===== src/sv/rfe_pkg.sv =====
package rfe_pkg;

    localparam int unsigned RUN_BITS   = 16;
    localparam int unsigned COEFF_BITS = 16;
    localparam int unsigned FIB_TERMS  = 32;

    // coefficient padded up to whole bytes on the input bus
    localparam int unsigned S_DATA_W = ((COEFF_BITS + 7) / 8) * 8;
    localparam int unsigned M_DATA_W = 8;
    localparam int unsigned M_USER_W = 3;

    // wide enough for every table entry up to index FIB_TERMS
    localparam int unsigned FIB_W = 23;
    localparam int unsigned IDX_W = $clog2(FIB_TERMS);

    typedef logic [FIB_W-1:0] t_fib;
    typedef logic [IDX_W-1:0] t_idx;

    localparam t_fib FIB_TAB [0:32] = '{
        23'd1,       23'd2,       23'd3,       23'd5,       23'd8,
        23'd13,      23'd21,      23'd34,      23'd55,      23'd89,
        23'd144,     23'd233,     23'd377,     23'd610,     23'd987,
        23'd1597,    23'd2584,    23'd4181,    23'd6765,    23'd10946,
        23'd17711,   23'd28657,   23'd46368,   23'd75025,   23'd121393,
        23'd196418,  23'd317811,  23'd514229,  23'd832040,  23'd1346269,
        23'd2178309, 23'd3524578, 23'd5702887
    };

    // largest value reachable with FIB_TERMS terms
    localparam t_fib FIB_LIMIT = FIB_TAB[FIB_TERMS] - t_fib'(1);

    function automatic t_fib fib_clamp(input t_fib v);
        return (v > FIB_LIMIT) ? FIB_LIMIT : v;
    endfunction

endpackage


===== src/sv/rle_fibonacci_encoder.sv =====
// Run-length / Fibonacci coefficient encoder.
// Input stream: one transfer per item. tuser is the command (0 = coefficient,
// 1 = end-of-stream flush), tdata holds the signed coefficient.
// Output stream: one transfer per packed byte, first stream bit in bit 7.
// tlast marks the final byte of an item; tuser carries byte_valid,
// stream_end and the sticky run overflow flag.
// A zero coefficient only counts the run.
// A nonzero coefficient, or a flush with a pending run, runs a single
// compare-subtract unit over the Fibonacci table, one term per cycle,
// then shifts the codeword out one bit per cycle while the output is not
// stalled. A coefficient sends a head bit, the run codeword if a run is
// pending, a sign bit and the magnitude codeword; a flush sends the head
// bit and the run codeword, then pads the partial byte. s_tready is high only
// between items.
// Completed bytes go through a one-byte hold stage so that tlast can be
// set; when the receiver stalls and both the hold stage and the output
// register are full, the bit shifter waits.
// Reset clears the run counter, the partial byte, the overflow flag and
// both output stages. A flush returns to that same state after its last
// byte (or a lone marker with byte_valid low if nothing was left).
module rle_fibonacci_encoder import rfe_pkg::*; (
    input  logic                i_clk,
    input  logic                i_rst_n,
    input  logic                i_s_tvalid,
    output logic                o_s_tready,
    input  logic [S_DATA_W-1:0] i_s_tdata,   // [COEFF_BITS-1:0] coeff
    input  logic                i_s_tuser,   // cmd
    output logic                o_m_tvalid,
    input  logic                i_m_tready,
    output logic [M_DATA_W-1:0] o_m_tdata,   // [7:0] out_byte
    output logic                o_m_tlast,   // last
    output logic [M_USER_W-1:0] o_m_tuser    // [0] byte_valid, [1] stream_end,
                                             // [2] run_overflow
);

    typedef enum logic [2:0] {
        S_IDLE,
        S_HEAD,
        S_CONV,
        S_EMIT,
        S_SIGN,
        S_PAD,
        S_FINAL
    } t_state;

    t_state                r_state;
    logic [RUN_BITS-1:0]   r_run;
    logic [6:0]            r_pend;
    logic [2:0]            r_cnt;
    logic                  r_ovf;
    logic                  r_cmd;
    logic                  r_neg;
    logic                  r_has_run;
    logic                  r_seg_mag;
    logic [COEFF_BITS-1:0] r_mag;
    t_fib                  r_val;
    logic [FIB_TERMS-1:0]  r_mask;
    t_idx                  r_idx;
    t_idx                  r_top;
    logic                  r_term;
    logic                  r_hold_valid;
    logic [7:0]            r_hold_byte;
    logic                  r_out_valid;
    logic [7:0]            r_out_byte;
    logic                  r_out_bv;
    logic                  r_out_last;
    logic                  r_out_end;
    logic                  r_out_ovf;

    logic                  out_free;
    logic                  stall;
    logic                  put_en;
    logic                  put_b;
    logic                  put_go;
    logic                  pad_go;
    logic                  fin_go;
    logic                  byte_new;
    logic [7:0]            byte_val;
    logic [7:0]            pad_byte;
    logic [COEFF_BITS-1:0] coeff;
    t_fib                  fib_k;
    logic                  fib_ge;

    assign coeff      = i_s_tdata[COEFF_BITS-1:0];
    assign o_s_tready = (r_state == S_IDLE);
    assign o_m_tvalid = r_out_valid;
    assign o_m_tdata  = r_out_byte;
    assign o_m_tlast  = r_out_last;
    assign o_m_tuser  = {r_out_ovf, r_out_end, r_out_bv};

    assign out_free = !r_out_valid || i_m_tready;
    // the hold stage can only be freed into an empty output register
    assign stall    = r_hold_valid && !out_free;

    always_comb begin
        put_en = 1'b0;
        put_b  = 1'b0;
        unique case (r_state)
            S_HEAD: begin
                put_en = 1'b1;
                put_b  = !r_has_run;
            end
            S_EMIT: begin
                put_en = 1'b1;
                put_b  = r_term | r_mask[r_idx];
            end
            S_SIGN: begin
                put_en = 1'b1;
                put_b  = r_neg;
            end
            default: begin
                put_en = 1'b0;
                put_b  = 1'b0;
            end
        endcase
    end

    assign put_go   = put_en && !stall;
    assign pad_go   = (r_state == S_PAD) && !stall;
    assign fin_go   = out_free || (!r_hold_valid && !r_cmd);
    assign pad_byte = {r_pend, 1'b0} << (3'd7 - r_cnt);
    assign byte_new = (put_go && (r_cnt == 3'd7)) || (pad_go && (r_cnt != 3'd0));
    assign byte_val = (r_state == S_PAD) ? pad_byte : {r_pend, put_b};

    // shared compare-subtract unit
    assign fib_k  = FIB_TAB[r_idx];
    assign fib_ge = (r_val >= fib_k);

    always_ff @(posedge i_clk) begin
        if (!i_rst_n) begin
            r_state      <= S_IDLE;
            r_run        <= '0;
            r_pend       <= '0;
            r_cnt        <= '0;
            r_ovf        <= 1'b0;
            r_hold_valid <= 1'b0;
            r_out_valid  <= 1'b0;
        end else begin
            if (r_out_valid && i_m_tready) begin
                r_out_valid <= 1'b0;
            end

            // a new byte pushes the held one out as a non-final transfer
            if (byte_new && r_hold_valid) begin
                r_out_valid <= 1'b1;
                r_out_byte  <= r_hold_byte;
                r_out_bv    <= 1'b1;
                r_out_last  <= 1'b0;
                r_out_end   <= 1'b0;
                r_out_ovf   <= r_ovf;
            end
            if (byte_new) begin
                r_hold_valid <= 1'b1;
                r_hold_byte  <= byte_val;
            end

            if (put_go) begin
                if (r_cnt == 3'd7) begin
                    r_pend <= '0;
                    r_cnt  <= '0;
                end else begin
                    r_pend <= {r_pend[5:0], put_b};
                    r_cnt  <= r_cnt + 3'd1;
                end
            end

            unique case (r_state)
                S_IDLE: begin
                    if (i_s_tvalid) begin
                        r_cmd <= i_s_tuser;
                        if (i_s_tuser) begin
                            r_has_run <= (r_run != '0);
                            r_val     <= fib_clamp(t_fib'(r_run));
                            r_run     <= '0;
                            r_state   <= (r_run != '0) ? S_HEAD : S_PAD;
                        end else if (coeff == '0) begin
                            if (r_run != '1) begin
                                r_run <= r_run + RUN_BITS'(1);
                            end else begin
                                r_ovf <= 1'b1;
                            end
                        end else begin
                            r_neg     <= coeff[COEFF_BITS-1];
                            r_mag     <= coeff[COEFF_BITS-1] ? (~coeff + COEFF_BITS'(1))
                                                             : coeff;
                            r_has_run <= (r_run != '0);
                            r_val     <= fib_clamp(t_fib'(r_run));
                            r_run     <= '0;
                            r_state   <= S_HEAD;
                        end
                    end
                end
                S_HEAD: begin
                    if (put_go) begin
                        if (r_has_run) begin
                            r_seg_mag <= 1'b0;
                            r_mask    <= '0;
                            r_idx     <= IDX_W'(FIB_TERMS - 1);
                            r_state   <= S_CONV;
                        end else begin
                            r_state <= S_SIGN;
                        end
                    end
                end
                S_SIGN: begin
                    if (put_go) begin
                        r_val     <= fib_clamp(t_fib'(r_mag));
                        r_seg_mag <= 1'b1;
                        r_mask    <= '0;
                        r_idx     <= IDX_W'(FIB_TERMS - 1);
                        r_state   <= S_CONV;
                    end
                end
                S_CONV: begin
                    // greedy from the top term down, the first hit is the top term
                    if (fib_ge) begin
                        r_val         <= r_val - fib_k;
                        r_mask[r_idx] <= 1'b1;
                        if (r_mask == '0) begin
                            r_top <= r_idx;
                        end
                    end
                    if (r_idx == '0) begin
                        r_term  <= 1'b0;
                        r_state <= S_EMIT;
                    end else begin
                        r_idx <= r_idx - IDX_W'(1);
                    end
                end
                S_EMIT: begin
                    // lowest term first, then the terminating one bit
                    if (put_go) begin
                        if (r_term) begin
                            if (r_seg_mag) begin
                                r_state <= S_FINAL;
                            end else if (r_cmd) begin
                                r_state <= S_PAD;
                            end else begin
                                r_state <= S_SIGN;
                            end
                        end else if (r_idx == r_top) begin
                            r_term <= 1'b1;
                        end else begin
                            r_idx <= r_idx + IDX_W'(1);
                        end
                    end
                end
                S_PAD: begin
                    if (pad_go) begin
                        r_pend  <= '0;
                        r_cnt   <= '0;
                        r_state <= S_FINAL;
                    end
                end
                S_FINAL: begin
                    if (fin_go) begin
                        if (r_hold_valid) begin
                            r_out_valid  <= 1'b1;
                            r_out_byte   <= r_hold_byte;
                            r_out_bv     <= 1'b1;
                            r_out_last   <= 1'b1;
                            r_out_end    <= r_cmd;
                            r_out_ovf    <= r_ovf;
                            r_hold_valid <= 1'b0;
                        end else if (r_cmd) begin
                            // empty flush marker
                            r_out_valid <= 1'b1;
                            r_out_byte  <= '0;
                            r_out_bv    <= 1'b0;
                            r_out_last  <= 1'b1;
                            r_out_end   <= 1'b1;
                            r_out_ovf   <= r_ovf;
                        end
                        if (r_cmd) begin
                            r_run  <= '0;
                            r_pend <= '0;
                            r_cnt  <= '0;
                            r_ovf  <= 1'b0;
                        end
                        r_state <= S_IDLE;
                    end
                end
                default: begin
                    r_state <= S_IDLE;
                end
            endcase
        end
    end

    a_end_is_last: assert property (@(posedge i_clk) disable iff (!i_rst_n)
        (r_out_valid && r_out_end) |-> r_out_last)
        else $error("stream end without last");

    a_marker_is_end: assert property (@(posedge i_clk) disable iff (!i_rst_n)
        (r_out_valid && !r_out_bv) |-> (r_out_end && r_out_last))
        else $error("empty marker outside a flush end");

    a_hold_not_lost: assert property (@(posedge i_clk) disable iff (!i_rst_n)
        (byte_new && r_hold_valid) |-> out_free)
        else $error("held byte overwritten");

    a_flush_clears: assert property (@(posedge i_clk) disable iff (!i_rst_n)
        (r_state == S_FINAL && r_cmd && fin_go)
        |=> (r_run == '0 && r_cnt == 3'd0 && !r_ovf && !r_hold_valid))
        else $error("state not cleared after flush");

    a_ovf_sticky: assert property (@(posedge i_clk) disable iff (!i_rst_n)
        (r_ovf && !(r_state == S_FINAL && r_cmd)) |=> r_ovf)
        else $error("overflow flag dropped outside a flush");

endmodule

===== config.mk =====
export PLATFORM = sky130hd
export DESIGN_NAME = rle_fibonacci_encoder
export DESIGN_NICKNAME = d
export VERILOG_FILES = /design/src/sv/rfe_pkg.sv /design/src/sv/rle_fibonacci_encoder.sv
export SDC_FILE = /design/constraint.sdc
export NUM_CORES = 1
export LEC_CHECK = 0
export ABC_AREA = 0
export BUFFER_PORTS_ARGS = -buffer_cell sky130_fd_sc_hd__buf_2
export CAP_MARGIN = 25
export CORE_MARGIN = 3
export CORE_UTILIZATION = 57
export CTS_CLUSTER_DIAMETER = 60
export DETAILED_ROUTE_END_ITERATION = 7
export GPL_TIMING_DRIVEN = 0
export HOLD_SLACK_MARGIN = 0.08
export PLACE_DENSITY = 0.85
export SYNTH_ARGS = -nofsm -noshare
export SYNTH_HDL_FRONTEND = slang
export SYNTH_SLANG_ARGS = --single-unit

===== constraint.sdc =====
create_clock -name i_clk -period 4.89 [get_ports i_clk]
set_input_delay 0.978 -clock i_clk [delete_from_list [all_inputs] [get_ports i_clk]]
set_output_delay 0.978 -clock i_clk [all_outputs]
set_load 0.1 [all_outputs]

### After elaboration in Yosys (flattened, before gate mapping)

Memories as Yosys holds them, arrays and structs flattened.
Cells that the tools add are included.

| storage, ports and cells | value |
|---|---|
| register bits | 138 |
| memory bits (read-only) | 1472 |
| bits of input ports | 21 |
| word-level logic and storage cells | 232 |
| memories kept | 1 |

Memories:

| name | depth | bits a word | rd ports | clocked after memory_dff | wr ports | RTL line | text |
|---|---|---|---|---|---|---|---|
| (no name shown) | 64 | 23 | 1 | 0 | 0 | rle_fibonacci_encoder.sv:126 | `assign fib_k = FIB_TAB[r_idx];` |

| cells by class | value |
|---|---|
| add/sub/neg operators | 7 |
| magnitude comparators | 4 |
| equality and inequality tests | 29 |
| shift-type cells | 1 |
| mux-type cells | 116 |
| bitwise logic cells | 6 |
| reduce and logical (&&, ||, !) cells | 44 |

Operators with widths:

| kind | count |
|---|---|
| 23-bit two-way mux | 7 |
| 32-bit two-way mux | 4 |
| 16-bit two-way mux | 6 |
| 32-bit one-hot mux with 3 select lines | 1 |
| 23-bit one-hot mux with 3 select lines | 1 |
| 3-bit two-way mux | 17 |
| 1-bit two-way mux | 49 |
| 8-bit two-way mux | 6 |
| 5-bit two-way mux | 7 |
| 7-bit two-way mux | 5 |
| 2-bit inequality test (second input constant) | 17 |
| 16-bit by 1-bit adder with 16-bit output (second input constant) | 2 |
| 32-bit logical NOT | 1 |
| 32-bit bitwise OR | 1 |
| 16-bit one-hot mux with 2 select lines | 1 |
| 23-bit >= comparator | 1 |
| 23-bit subtractor | 1 |
| 3-bit one-hot mux with 7 select lines | 1 |
| 5-bit one-hot mux with 4 select lines | 1 |
| 9-bit AND reduction | 2 |
| 16-bit logical NOT | 1 |
| 16-bit inequality test (second input constant) | 1 |
| 16-bit NOT | 1 |
| 16-bit nonzero test | 1 |
| other kinds (41) | 72 |

### Logic depth before layout (Yosys ltp)

Gate-level depths: netlist (run 1).

| depth | value |
|---|---|
| depth after elaboration | 14 |
| mapped depth | 18 |
| depth with buffers taken out | 16 |

### Least setup slack after synthesis (run 1)

No wires, ideal clock.

| timing path | value |
|---|---|
| path type | register to register |
| start point | register r_idx[0] |
| end point | register r_mask[0] (enable) |
| data arrival time | 4.525 ns |
| data required time | 4.498 ns |
| path slack | -0.027 ns |
| stages on the path, launching flop included | 17 |
| clock period less this slack | 4.917 ns |
| cell sequence | edfxtp_1 buf_2 clkbuf_1 inv_1 ha_1 nor2_1 o21ai_0 o21ai_0 o21ai_0 ha_1 nand3_1 or4_1 or4_1 nand3_1 o32ai_1 nand2_1 and3_1 |

| between the ends | value |
|---|---|
| longest elaborated chain between the ends | 7 |

Ends and longest elaborated chain:

| what | RTL line | text |
|---|---|---|
| start: declaration | rle_fibonacci_encoder.sv:58 | `t_idx r_idx;` |
| start signal: assignment | rle_fibonacci_encoder.sv:198 | `r_idx <= IDX_W'(FIB_TERMS - 1);` |
| start signal: assignment | rle_fibonacci_encoder.sv:210 | `r_idx <= IDX_W'(FIB_TERMS - 1);` |
| start signal: assignment | rle_fibonacci_encoder.sv:227 | `r_idx <= r_idx - IDX_W'(1);` |
| 5-bit NOT with 6-bit output (not written as such) | rle_fibonacci_encoder.sv:126 |  |
| memory read 64 x 23 bit | -- |  |
| 23-bit two-way mux (not written as such) (2 in series) | rle_fibonacci_encoder.sv:126 |  |
| 23-bit >= comparator | rle_fibonacci_encoder.sv:127 | `assign fib_ge = (r_val >= fib_k);` |
| 2-bit inequality test (no line) | -- |  |
| 6-bit AND reduction (no line) | -- |  |
| end signal: assignment | rle_fibonacci_encoder.sv:197 | `r_mask <= '0;` |
| end signal: assignment | rle_fibonacci_encoder.sv:209 | `r_mask <= '0;` |
| end signal: indexed assignment | rle_fibonacci_encoder.sv:218 | `r_mask[r_idx] <= 1'b1;` |
| end: declaration | rle_fibonacci_encoder.sv:57 | `logic [FIB_TERMS-1:0] r_mask;` |

Every way passes these cells. The select of a mux whose other input is x is not followed.
A chain may end at the register's enable or synchronous reset.

### Worst setup path in the final report (run 1)

| timing path | value |
|---|---|
| start point | register r_idx[1] |
| end point | register r_val[18] (enable) |

| between the ends | value |
|---|---|
| longest elaborated chain between the ends | 7 |

Ends and longest elaborated chain:

| what | RTL line | text |
|---|---|---|
| 5-bit NOT with 6-bit output (not written as such) | rle_fibonacci_encoder.sv:126 |  |
| memory read 64 x 23 bit | -- |  |
| 23-bit two-way mux (not written as such) (2 in series) | rle_fibonacci_encoder.sv:126 |  |
| 23-bit >= comparator | rle_fibonacci_encoder.sv:127 |  |
| 2-bit inequality test (no line) | -- |  |
| 6-bit AND reduction (no line) | -- |  |
| end signal: assignment | rle_fibonacci_encoder.sv:173 | `r_val <= fib_clamp(t_fib'(r_run));` |
| end signal: assignment | rle_fibonacci_encoder.sv:187 | `r_val <= fib_clamp(t_fib'(r_run));` |
| end signal: assignment | rle_fibonacci_encoder.sv:207 | `r_val <= fib_clamp(t_fib'(r_mag));` |
| end: declaration | rle_fibonacci_encoder.sv:56 | `t_fib r_val;` |

Every way passes these cells. The select of a mux whose other input is x is not followed.

==> metrics.cfg, run 1 <==
[global_routing]
grt_pass1_wl_microns=37600
grt.busiest_layer=met2
grt_util_met3=0.0581
gr-usage-met2=0.456
track_usage=0.277
antenna_found_initial=0
grt_overflow=0
first_global_vias=7412
grt_util_met1=0.363
grt_max_degree=33

[clock_network]
cts.reportedPaths.clkPinSlew_ns=0.06
cts_root_buf=clkbuf_16
cts_tree=done
numCtsBuffers=17
cts.sinks=138
h-tree-depth=4
max-clock-path-buffers=2
postCtsHoldBufs=0
clk_latency_ns=0.43

[finish]
drive_above_1_share=0.135
utilization=0.661
nets=1073
multi_input_area_sq_um=4740
ff_latch_area_sq_um=3820
post-route-cell-area_sq_um=10100
area_growth_pct=13.2
fillers=1167
diodes=0

[sta]
rsz0062_at_grt=no
min_period_ns=4.75
clock.fmax_mhz=211
hold_violations=0
setup_viol=0
tightest_slew_ns=0.722
report.final.slew_viol_count=0
fin_skew_ns=0.00991
period_share=0.971
max_slew_margin=0.506

[pwr]
p_leak_nw=3.71
p_switching_w=0.00210
power_frac_comb=0.440
ir_drop_mv=0.307
powerDensity_nw_per_um2=525
intPower_w=0.00318
clockPowerShare=0.240
seq_power_share=0.320
swShare=0.398

[setup_path]
worst_path_largest_cell_delay_ns=0.58
cp-end-kind=register
critical-path-top-delay-family=simple AND/OR/NAND/NOR gates
crit_path_top_delay_cell=or4_1
critPathMaxFanout=18
cp-start-kind=register
cp.arrival_ns=4.88
required_ns=5.02
path_cells=clkbuf_4, clkinvlp_4, ha_4, nor2b_4, o21bai_1, a21oi_1, a32oi_1, ha_1, nand3_1, or4_1, or4_1, nand3_1, o32ai_1, nand2_1, and4_4, buf_16
worst-path-buf-inv=3
worst-setup-path-type=register to register

[floorplanning]
dieArea_sq_um=17100
die_x_microns=131
start_util=0.585
rows=45
design.core.area_sq_um=15200
chipHeight_microns=131
num_io_pins=35

[synthesis]
synth_compound_area_frac=0.185
syn-num-nets=1013
synth_mux_area_frac=0.0413
synth_cell_types=74
netlist_instances=953
synthXorXnorAreaFrac=0.0463
async_flop_share=0
yosys.area_share.simple=0.196
synth_top_family_by_area=simple AND/OR/NAND/NOR gates
seq_area_frac_synth=0.430
synth_ff_type=edfxtp_1
syn-cell-area_sq_um=8890
synth_edf_count=106
synthAdderAreaFrac=0.0566
yosysWarnings=0
syn_area_per_cell_sq_um=9.32
ys_ff_latch=138

[placed_design]
port-buffer-count=34
routabilityCongestion=0.979
dp_hpwl_microns=16100
placed_area_sq_um=9340

[routing]
ant_nets=0
drt_iter0_markers=993
drc=0
vias_per_cell=6.52
drt_first_pass_iters=7
finalWirelength_microns=23300
vias=7914
wl_per_cell_microns=19.2

[min_path]
hold_path_class=register to register

[run_status]
status=finished, final reports clean

[flow_run]
drv_cap=0

-- layout by cell type, fill, tap and decap left out, types with 13 or more instances in the layout --
master / instances
a21oi_1: 80
clkbuf_16: 19
nor3b_1: 14
xnor2_1: 28
a31oi_1: 25
mux2i_1: 13
a22oi_1: 13
nor3_1: 16
xor2_1: 19
edfxtp_1: 106
buf_2: 34
dfxtp_1: 32
o21ai_0: 49
clkbuf_1: 37
buf_4: 14
ha_1: 31
nand2_1: 93
inv_1: 29
nand3_1: 30
nor2_1: 107
-- sequential cells by signal (all words and copies together) (netlist names), 5 cells and up --
signal and cells:
r_mask 32, r_val 23, r_mag 16, r_run 16, o_m_tdata 8, r_hold_byte 8, r_pend 7, r_idx 5
r_top 5
-- kinds of logic after synthesis --
family                   Yosys count
adder cells (fa/ha/maj)           39
XOR/XNOR                          47
buffers and inverters             91
AO/OA/AOI/OAI                    259
AND/OR/NAND/NOR                  351
multiplexers                      28
flip-flops                       138
-- final timing paths --
kind / from / endpoint / slack, ns / depth (start not counted)
worst max register to register: r_idx[1] / r_val[18] / 0.14 / 16
worst max-delay path: r_idx[1] / r_val[18] / 0.14 / 16
worst min-delay path: r_idx[3] / r_top[3] / 0.48 / 0
worst min register to register: r_idx[3] / r_top[3] / 0.48 / 0
-- final cells by class --
cell class,instances,share of cell area
plain buffers,56,0.0279
clock buffers,25,0.0529
clock inverters,7,0.00523
inverters,30,0.0116
multi-input cells,725,0.472
flip-flops and latches,138,0.380
well taps,188,0.0234
repair buffers,45,0.0272
-- routing by layer --
layer  part of all wire  vias to the layer above
li1                   -                     3663
met1               0.41                     3727
met2               0.48                      463
met3              0.083                       61
met4              0.027                        0
met5                  0                        -
-- stage by stage --
step                      hold WS, ns  TNS, ns  total power (W)  cells  worst slack [ns]
after floorplan                 0.455        0          0.00335    953             0.160
after global placement          0.472   -50.11          0.00380   1175             -1.06
after detailed placement        0.482   -43.92          0.00388   1177            -0.797
after CTS                       0.487        0          0.00517   1211            0.0134
after global routing            0.499        0          0.00558   1214            0.0144
final                           0.483        0          0.00528   1214             0.142
-- synthesized netlist by cell type (4+ instances only) --
library cell  number  share of area
edfxtp_1         106           0.36
nor4_1            12         0.0084
nand3b_1           7         0.0059
nor3b_1           14          0.012
a31oi_1           25          0.018
o22ai_1           10         0.0070
nand3_1           30          0.017
a22oi_1           13          0.011
a21o_1            10         0.0084
clkbuf_1          44          0.019
and2_1             6         0.0042
buf_1              6         0.0025
o21bai_1           4         0.0034
inv_1             30          0.013
and3_1             8         0.0056
o31ai_1            8         0.0068
a21boi_0           7         0.0059
a221oi_1           5         0.0049
a21oi_1           80          0.045
xor2_1            19          0.019
nand2_1           93          0.039
mux4_2             6          0.015
dfxtp_1           32          0.072
mux2_2             9          0.011
a211oi_1           4         0.0034
buf_4              6         0.0051
ha_1              37          0.052
mux2i_1           13          0.015
o21a_1             5         0.0042
nand4_1           12         0.0084
nand2b_1          12         0.0084
a221o_1            4         0.0045
xnor2_1           28          0.028
nor3_1            17         0.0096
a22o_1             9         0.0089
o21ai_0           49          0.028
nor2_1           107          0.045
nor2b_1           12         0.0084
o211ai_1           4         0.0034
-- repair_timing --
item	in CTS	in global routing
pin swaps	0	2
setup buffers	4	4
gates cloned	0	1
hold endpoints to repair	0	0
resized for setup	8	24
setup endpoints to repair	65	59
-- power groups by stage --
| stage | Clock, W | Sequential, W | Combinational [W] |
|---|---|---|---|
| after detailed placement | 0 | 0.00171 | 0.00217 |
| after CTS | 0.00127 | 0.00168 | 0.00222 |
| final | 0.00127 | 0.00169 | 0.00232 |
| after global routing | 0.00132 | 0.00171 | 0.00255 |
| after floorplan | 0 | 0.00169 | 0.00166 |
| after global placement | 0 | 0.00171 | 0.00210 |
Note: power is estimated with default switching activity, not from simulation.
==> inputs of run 2 (changes only) <==
- ABC_AREA: 0 -> 1
==> metrics.cfg, run 2 <==
[run_status]
status=finished, final reports clean

[min_path]
hold_path_class=register to register

[setup_path]
r2r_end=r_val[18]
setup.worst_path.start=r_idx[0]
cp-end-kind=register
worst-setup-path-type=register to register
worst_path_largest_cell_delay_ns=0.50  ; -0.08 ns
crit_top_cell=nand2_1
path_cells=buf_2, clkinvlp_4, buf_2, ha_1, clkbuf_1, o21ai_0, nand2_1, nand3_1, ha_1, nand2_1, inv_1, nand2_1, nand3_1, inv_1, o21bai_1, nand2_1, nand4_1, nor2_4, nor2_4, buf_8
cp.arrival_ns=4.72  ; -0.16 ns
crit_path_top_delay_cell=edfxtp_1
required_ns=5.02  ; about the same
critPathMaxFanout=18  ; unchanged
timing.rr.start=r_idx[0]
ff2ff_path_depth=20  ; +4
cp-start-kind=register
endpoint=r_val[18]
ff2ff_setup_slack_ns=0.30  ; +0.16 ns

[synthesis]
syn-cell-area_sq_um=9540  ; +7.4%
synth_cell_types=53  ; -28%
synth.largest_area_cell=edfxtp_1
seq_area_frac_synth=0.401  ; -0.0295
async_flop_share=0  ; unchanged
syn_area_per_cell_sq_um=7.52  ; -19%
synth_common_cells=nand2_1 (299), inv_1 (146), nor2_1 (141), edfxtp_1 (106), a21oi_1 (99)
yosys-top-cells-area=edfxtp_1 (33%), nand2_1 (12%), dfxtp_1 (6.7%)
yosysWarnings=0  ; unchanged
synth_edf_count=106  ; unchanged
netlist_instances=1269  ; +33%
ys_ff_latch=138  ; unchanged
post-synth-top-count-cell=nand2_1
synth_top_area_share=0.334  ; -0.0246
syn-num-nets=1329  ; +31%
synth_ff_type=edfxtp_1

[global_routing]
grt_util_met1=0.375  ; +0.0113
grt_util_met3=0.0379  ; -0.0202
track_usage=0.281  ; +0.00428
gr-usage-met2=0.470  ; +0.0141
grt_overflow=0  ; unchanged
grt_max_degree=19  ; -42%
first_global_vias=8346  ; +13%
grt.busiest_layer=met2
antenna_found_initial=0  ; unchanged
grt_pass1_wl_microns=41100  ; +9.3%

[clock_network]
cts.sinks=138  ; unchanged
numCtsBuffers=17  ; unchanged
cts_root_buf=clkbuf_16
cts.reportedPaths.clkPinSlew_ns=0.06  ; about the same
max-clock-path-buffers=2  ; unchanged
cts_tree=done
clk_latency_ns=0.43  ; about the same
h-tree-depth=4  ; unchanged

[finish]
reg_top3=r_mask (32), r_val (23)
final_common_cell=nand2_1
area_growth_pct=12.4
multi_input_area_sq_um=4980  ; +5.0%
nets=1390  ; +30%
post-route-cell-area_sq_um=10700  ; +6.7%
largest_reg_flops=32  ; unchanged
regMostFlops=r_mask
fillers=1376  ; +18%
drive_above_1_share=0.126  ; -0.00867
mostFrequentLayoutCells=nand2_1 (299), inv_1 (146), nor2_1 (137)
ff_latch_area_sq_um=3820  ; unchanged
diodes=0  ; unchanged

[floorplanning]
design.core.area_sq_um=16100  ; +6.0%
die_x_microns=135  ; +3.5%
chipHeight_microns=135  ; +3.5%
dieArea_sq_um=18300  ; +7.0%
start_util=0.592  ; +0.00748
rows=46  ; +2.2%
num_io_pins=35  ; unchanged

[routing]
drt_first_pass_iters=5  ; -2
vias=9047  ; +14%
vias_per_cell=5.80  ; -11%
wl_per_cell_microns=16.3  ; -15%
drc=0  ; unchanged
drt_iter0_markers=970  ; -2.3%
ant_nets=0  ; unchanged
finalWirelength_microns=25300  ; +8.9%

[pwr]
p_leak_nw=4.41  ; +19%
powerDensity_nw_per_um2=478  ; -8.9%
ir_drop_mv=0.361  ; +18%

[placed_design]
preCtsSetupSlack_ns=-0.408  ; +0.390 ns
placed_area_sq_um=10000  ; +7.3%
dp_hpwl_microns=19000  ; +18%
routabilityCongestion=1.02  ; +4.1%
port-buffer-count=34  ; unchanged

[sta]
setup_viol=0  ; unchanged
report.final.slew_viol_count=0  ; unchanged
fin_skew_ns=0.00769  ; -0.00222 ns
min_period_ns=4.59  ; -0.156 ns
setup_slack_ns=0.298  ; +0.156 ns
tightest_slew_ns=0.909  ; +0.187 ns
max_slew_margin=0.389  ; -0.117
hold_violations=0  ; unchanged
period_share=0.939  ; -0.0319
clock.fmax_mhz=218  ; +3.4%

[flow_run]
drv_cap=0  ; unchanged

## run 2: changes by cell type in the layout (fill, tap and decap cells not counted), moves of 18 or more
cell,before,now
inv_1,29,146
xnor2_1,28,4
clkbuf_1,37,19
a31oi_1,25,3
nand3_1,30,79
a21oi_1,80,99
nand2_1,93,299
nor2_1,107,137
## run 2: worst min-delay path by stage
stage                   from        to  slack [ns]  cells after the start
floorplan           r_idx[4]  r_top[4]        0.42                      0
global placement    r_idx[4]  r_top[4]        0.43                      0
detailed placement  r_idx[4]  r_top[4]        0.45                      0
CTS                 r_idx[4]  r_top[4]        0.47                      0
global route        r_idx[4]  r_top[4]        0.48                      0
finish              r_idx[4]  r_top[4]        0.48                      0
## run 2: area by class of cell
type,instances,share of cell area
Multi-Input combinational cell,934,0.464
Sequential cell,138,0.357
Inverter,163,0.0574
Clock buffer,25,0.0502
Tap cell,216,0.0252
Timing Repair Buffer,41,0.0238
Buffer,35,0.0178
Clock inverter,7,0.00478
## run 2: worst max-delay path, delay by kind of cell (launching register included)
| family | cells | cell delay, ns |
|---|---|---|
| buffers and inverters | 7 | 1.50 |
| AOI/OAI and AO/OA | 2 | 0.45 |
| adders and majority gates | 2 | 0.60 |
| and+or+nand+nor | 9 | 1.23 |
| DFF | 1 | 0.50 |
## run 2: layer usage
metal / wire length, microns / part of all wire / up-vias
met3: 1950 / 0.077 / 44
met2: 12000 / 0.47 / 405
li1: - / - / 4427
met5: 0 / 0 / -
met4: 544 / 0.021 / 0
met1: 10800 / 0.43 / 4171
## run 2: through the flow
stage               hold slack [ns]  total power [W]  utilization  instances  TNS, ns
CTS                           0.466          0.00503        0.660       1554        0
floorplan                     0.421          0.00323            -       1269        0
global placement              0.430          0.00368        0.619       1519   -80.80
finish                        0.479          0.00513        0.666       1559        0
detailed placement            0.452          0.00375        0.622       1521   -17.67
global route                  0.478          0.00543        0.666       1559  -0.0135
## run 2: where the power goes
group | leakage [nW] | switching (W) | internal (W)
logic | 2.86 | 0.00149 | 0.000678
clock network | 0.295 | 0.000507 | 0.000768
registers | 1.25 | 0.000125 | 0.00156
## run 2: kinds of logic (layout without fill, tap and decap cells)
family	Yosys count	count (layout)	share of synthesized area
AOI/OAI and AO/OA	245	245	0.152
and+or+nand+nor	626	627	0.290
DFF	138	138	0.401
adders and majority gates	39	39	0.0527
xor gates and xnor gates	23	23	0.0211
buffers and inverters	198	271	0.0842
## run 2: timing repair
action                     in CTS  in global routing
setup endpoints to repair      55                 57
hold endpoints to repair        0                  0
hold buffers                    0                  0
cloned                          1                  0
setup buffers                   0                  5
resized for setup               4                  6
pin swaps                       1                  3
==> inputs of run 3 (changes only) <==
- CTS_BUF_LIST: default -> sky130_fd_sc_hd__clkbuf_16
- GPL_TIMING_DRIVEN: 0 -> default
==> metrics.cfg, run 3 (synthesized netlist as in run 2, its figures left out) <==
[run_status]
status=finished, final reports clean

[clock_network]
postCtsHoldBufs=0  ; unchanged
cts.sinks=138  ; unchanged
max-clock-path-buffers=2  ; unchanged
postCtsSetupRepairBufs=0  ; unchanged
ctsResizeCount=0  ; -4
cts_tree=done
cts_root_buf=clkbuf_16
numCtsBuffers=17  ; unchanged
clk_latency_ns=0.43  ; about the same
h-tree-depth=4  ; unchanged
cts.reportedPaths.clkPinSlew_ns=0.06  ; about the same

[finish]
drive_above_1_share=0.119  ; -0.00712
final_common_cell=nand2_1
mostFrequentLayoutCells=nand2_1 (299), inv_1 (147), nor2_1 (139)
nets=1361  ; -2.1%
diodes=0  ; unchanged
regMostFlops=r_mask
largest_reg_flops=32  ; unchanged
reg_top3=r_mask (32), r_val (23)
area_growth_pct=9.31

[sta]
hold_violations=0  ; unchanged
clock.fmax_mhz=245  ; +13%
min_period_ns=4.08  ; -0.513 ns
tightest_slew_ns=0.797  ; -0.112 ns
rsz0062_at_grt=no
max_slew_margin=0.468  ; +0.0791
report.final.slew_viol_count=0  ; unchanged
fin_skew_ns=0.00872  ; +0.00103 ns
setup_slack_ns=0.811  ; +0.513 ns
fin_tns_setup_ns=0  ; unchanged
period_share=0.834  ; -0.105
setup_viol=0  ; unchanged

[setup_path]
path_cells=inv_1, ha_1, nand2_1, inv_1, nand2_1, nand2_1, a221oi_1, ha_1, inv_1, fa_1, inv_1, o21ai_0, a21oi_1, inv_1, nand2_1, nand2_1, nor2_1, nor2_1, nand2_1, nand2_1
worst_path_largest_cell_delay_ns=0.63  ; +0.13 ns
cp.arrival_ns=4.26  ; -0.46 ns
cp-start-kind=register
r2r_end=r_val[12]
worst-setup-path-type=register to register
required_ns=5.07  ; +0.05 ns
timing.rr.start=r_idx[1]
worst-path-buf-inv=5  ; -2
crit_path_top_delay_cell=edfxtp_1
crit_top_cell=nand2_1
critPathMaxFanout=13  ; -5
ff2ff_setup_slack_ns=0.81  ; +0.51 ns
critical-path-top-delay-family=adder cells
worstSetupPathDepth=20  ; unchanged
cp-end-kind=register
ff2ff_path_depth=20  ; unchanged

[floorplanning]
num_io_pins=35  ; unchanged
start_util=0.592  ; unchanged
design.core.area_sq_um=16100  ; unchanged
chipHeight_microns=135  ; unchanged
dieArea_sq_um=18300  ; unchanged
die_x_microns=135  ; unchanged
rows=46  ; unchanged

[pwr]
swShare=0.428  ; +0.0140
ir_drop_mv=0.279  ; -23%
p_leak_nw=4.30  ; -2.3%
seq_power_share=0.349  ; +0.021
p_switching_w=0.00209  ; -1.6%
powerDensity_nw_per_um2=468  ; -2.1%
clockPowerShare=0.240  ; -0.009
intPower_w=0.00279  ; -7.1%
power_frac_comb=0.411  ; -0.012
finalPower_w=0.00488  ; -4.9%

[global_routing]
antenna_found_initial=0  ; unchanged
grt_pass1_wl_microns=41100  ; about the same
grt_overflow=0  ; unchanged
grt_max_degree=46  ; +27
track_usage=0.282  ; +0.00156
first_global_vias=8247  ; -1.2%

[routing]
vias_per_cell=5.82  ; +0.32%
finalWirelength_microns=25400  ; +0.42%
drt_first_pass_iters=6  ; +1
ant_nets=0  ; unchanged
wl_per_cell_microns=16.6  ; +2.3%
vias=8907  ; -1.5%
drt_iter0_markers=1008  ; +3.9%
drc=0  ; unchanged

[flow_run]
drv_cap=0  ; unchanged

[placed_design]
routabilityCongestion=1.04  ; +2.3%
dp_hpwl_microns=19100  ; +0.56%
port-buffer-count=34  ; unchanged
preCtsSetupSlack_ns=0.877  ; +1.28 ns

[min_path]
holdPathEnd=r_run[8]
min-delay-start=r_run[8]
hold_path_class=register to register
hold_depth=2  ; +2

[run 3: cell count changes in the layout (fill, tap and decap cells not counted), moves of 4 or more]
cell / previous run / this run
clkbuf_1: 19 / 0
clkbuf_8: 4 / 0
buf_2: 42 / 34
nor2_4: 8 / 4
buf_4: 8 / 14
[run 3: how the worst max path moves through the flow]
stage,from,end,slack [ns]
global route,r_idx[1],r_val[2],0.42
finish,r_idx[1],r_val[12],0.81
global placement,r_idx[1],r_val[2],1.0
floorplan,r_idx[0],r_mask[0],0.09
CTS,r_idx[1],r_val[2],0.85
detailed placement,r_idx[1],r_val[2],0.88
[run 3: layout make-up]
class | count | area (sq um)
clock buffers | 17 | 425
clock inverters | 15 | 97.6
fillers | 1389 | 5690
inverters | 163 | 612
multi-input cells | 933 | 4920
flip-flops and latches | 138 | 3820
well taps | 216 | 270
repair buffers | 48 | 275
[run 3: worst reg2reg max path: stages (launching register included)]
cell and delay, ns:
edfxtp_1 0.63, inv_1 0.24, ha_1 0.39, nand2_1 0.12
inv_1 0.09, nand2_1 0.13, nand2_1 0.11, a221oi_1 0.37
ha_1 0.22, inv_1 0.06, fa_1 0.40, inv_1 0.11
o21ai_0 0.20, a21oi_1 0.24, inv_1 0.11, nand2_1 0.07
nand2_1 0.06, nor2_1 0.09, nor2_1 0.04, nand2_1 0.10
nand2_1 0.06
[run 3: power by group through the flow]
stage          Sequential (W)  Clock [W]  Combinational (W)
3_3_place_gp          0.00172          0            0.00194
3_5_place_dp          0.00172          0            0.00197
5_1_grt               0.00173    0.00122            0.00224
4_1_cts               0.00170    0.00118            0.00198
6_report              0.00170    0.00117            0.00200
2_1_floorplan         0.00171          0            0.00152
[run 3: stage by stage]
stage | utilization | hold slack (ns) | cells | area (sq um)
2_1_floorplan | - | 0.421 | 1269 | 9540
3_3_place_gp | 0.615 | 0.463 | 1498 | 9910
3_5_place_dp | 0.615 | 0.480 | 1498 | 9910
4_1_cts | 0.647 | 0.490 | 1530 | 10400
5_1_grt | 0.647 | 0.521 | 1530 | 10400
6_report | 0.647 | 0.489 | 1530 | 10400
[run 3: metal layers]
metal,routed length [microns],GRT usage,vias up
met3,1930,0.0513,68
met2,11700,0.453,419
met5,0,0,-
met4,924,0.124,0
li1,-,-,4348
met1,10900,0.376,4072
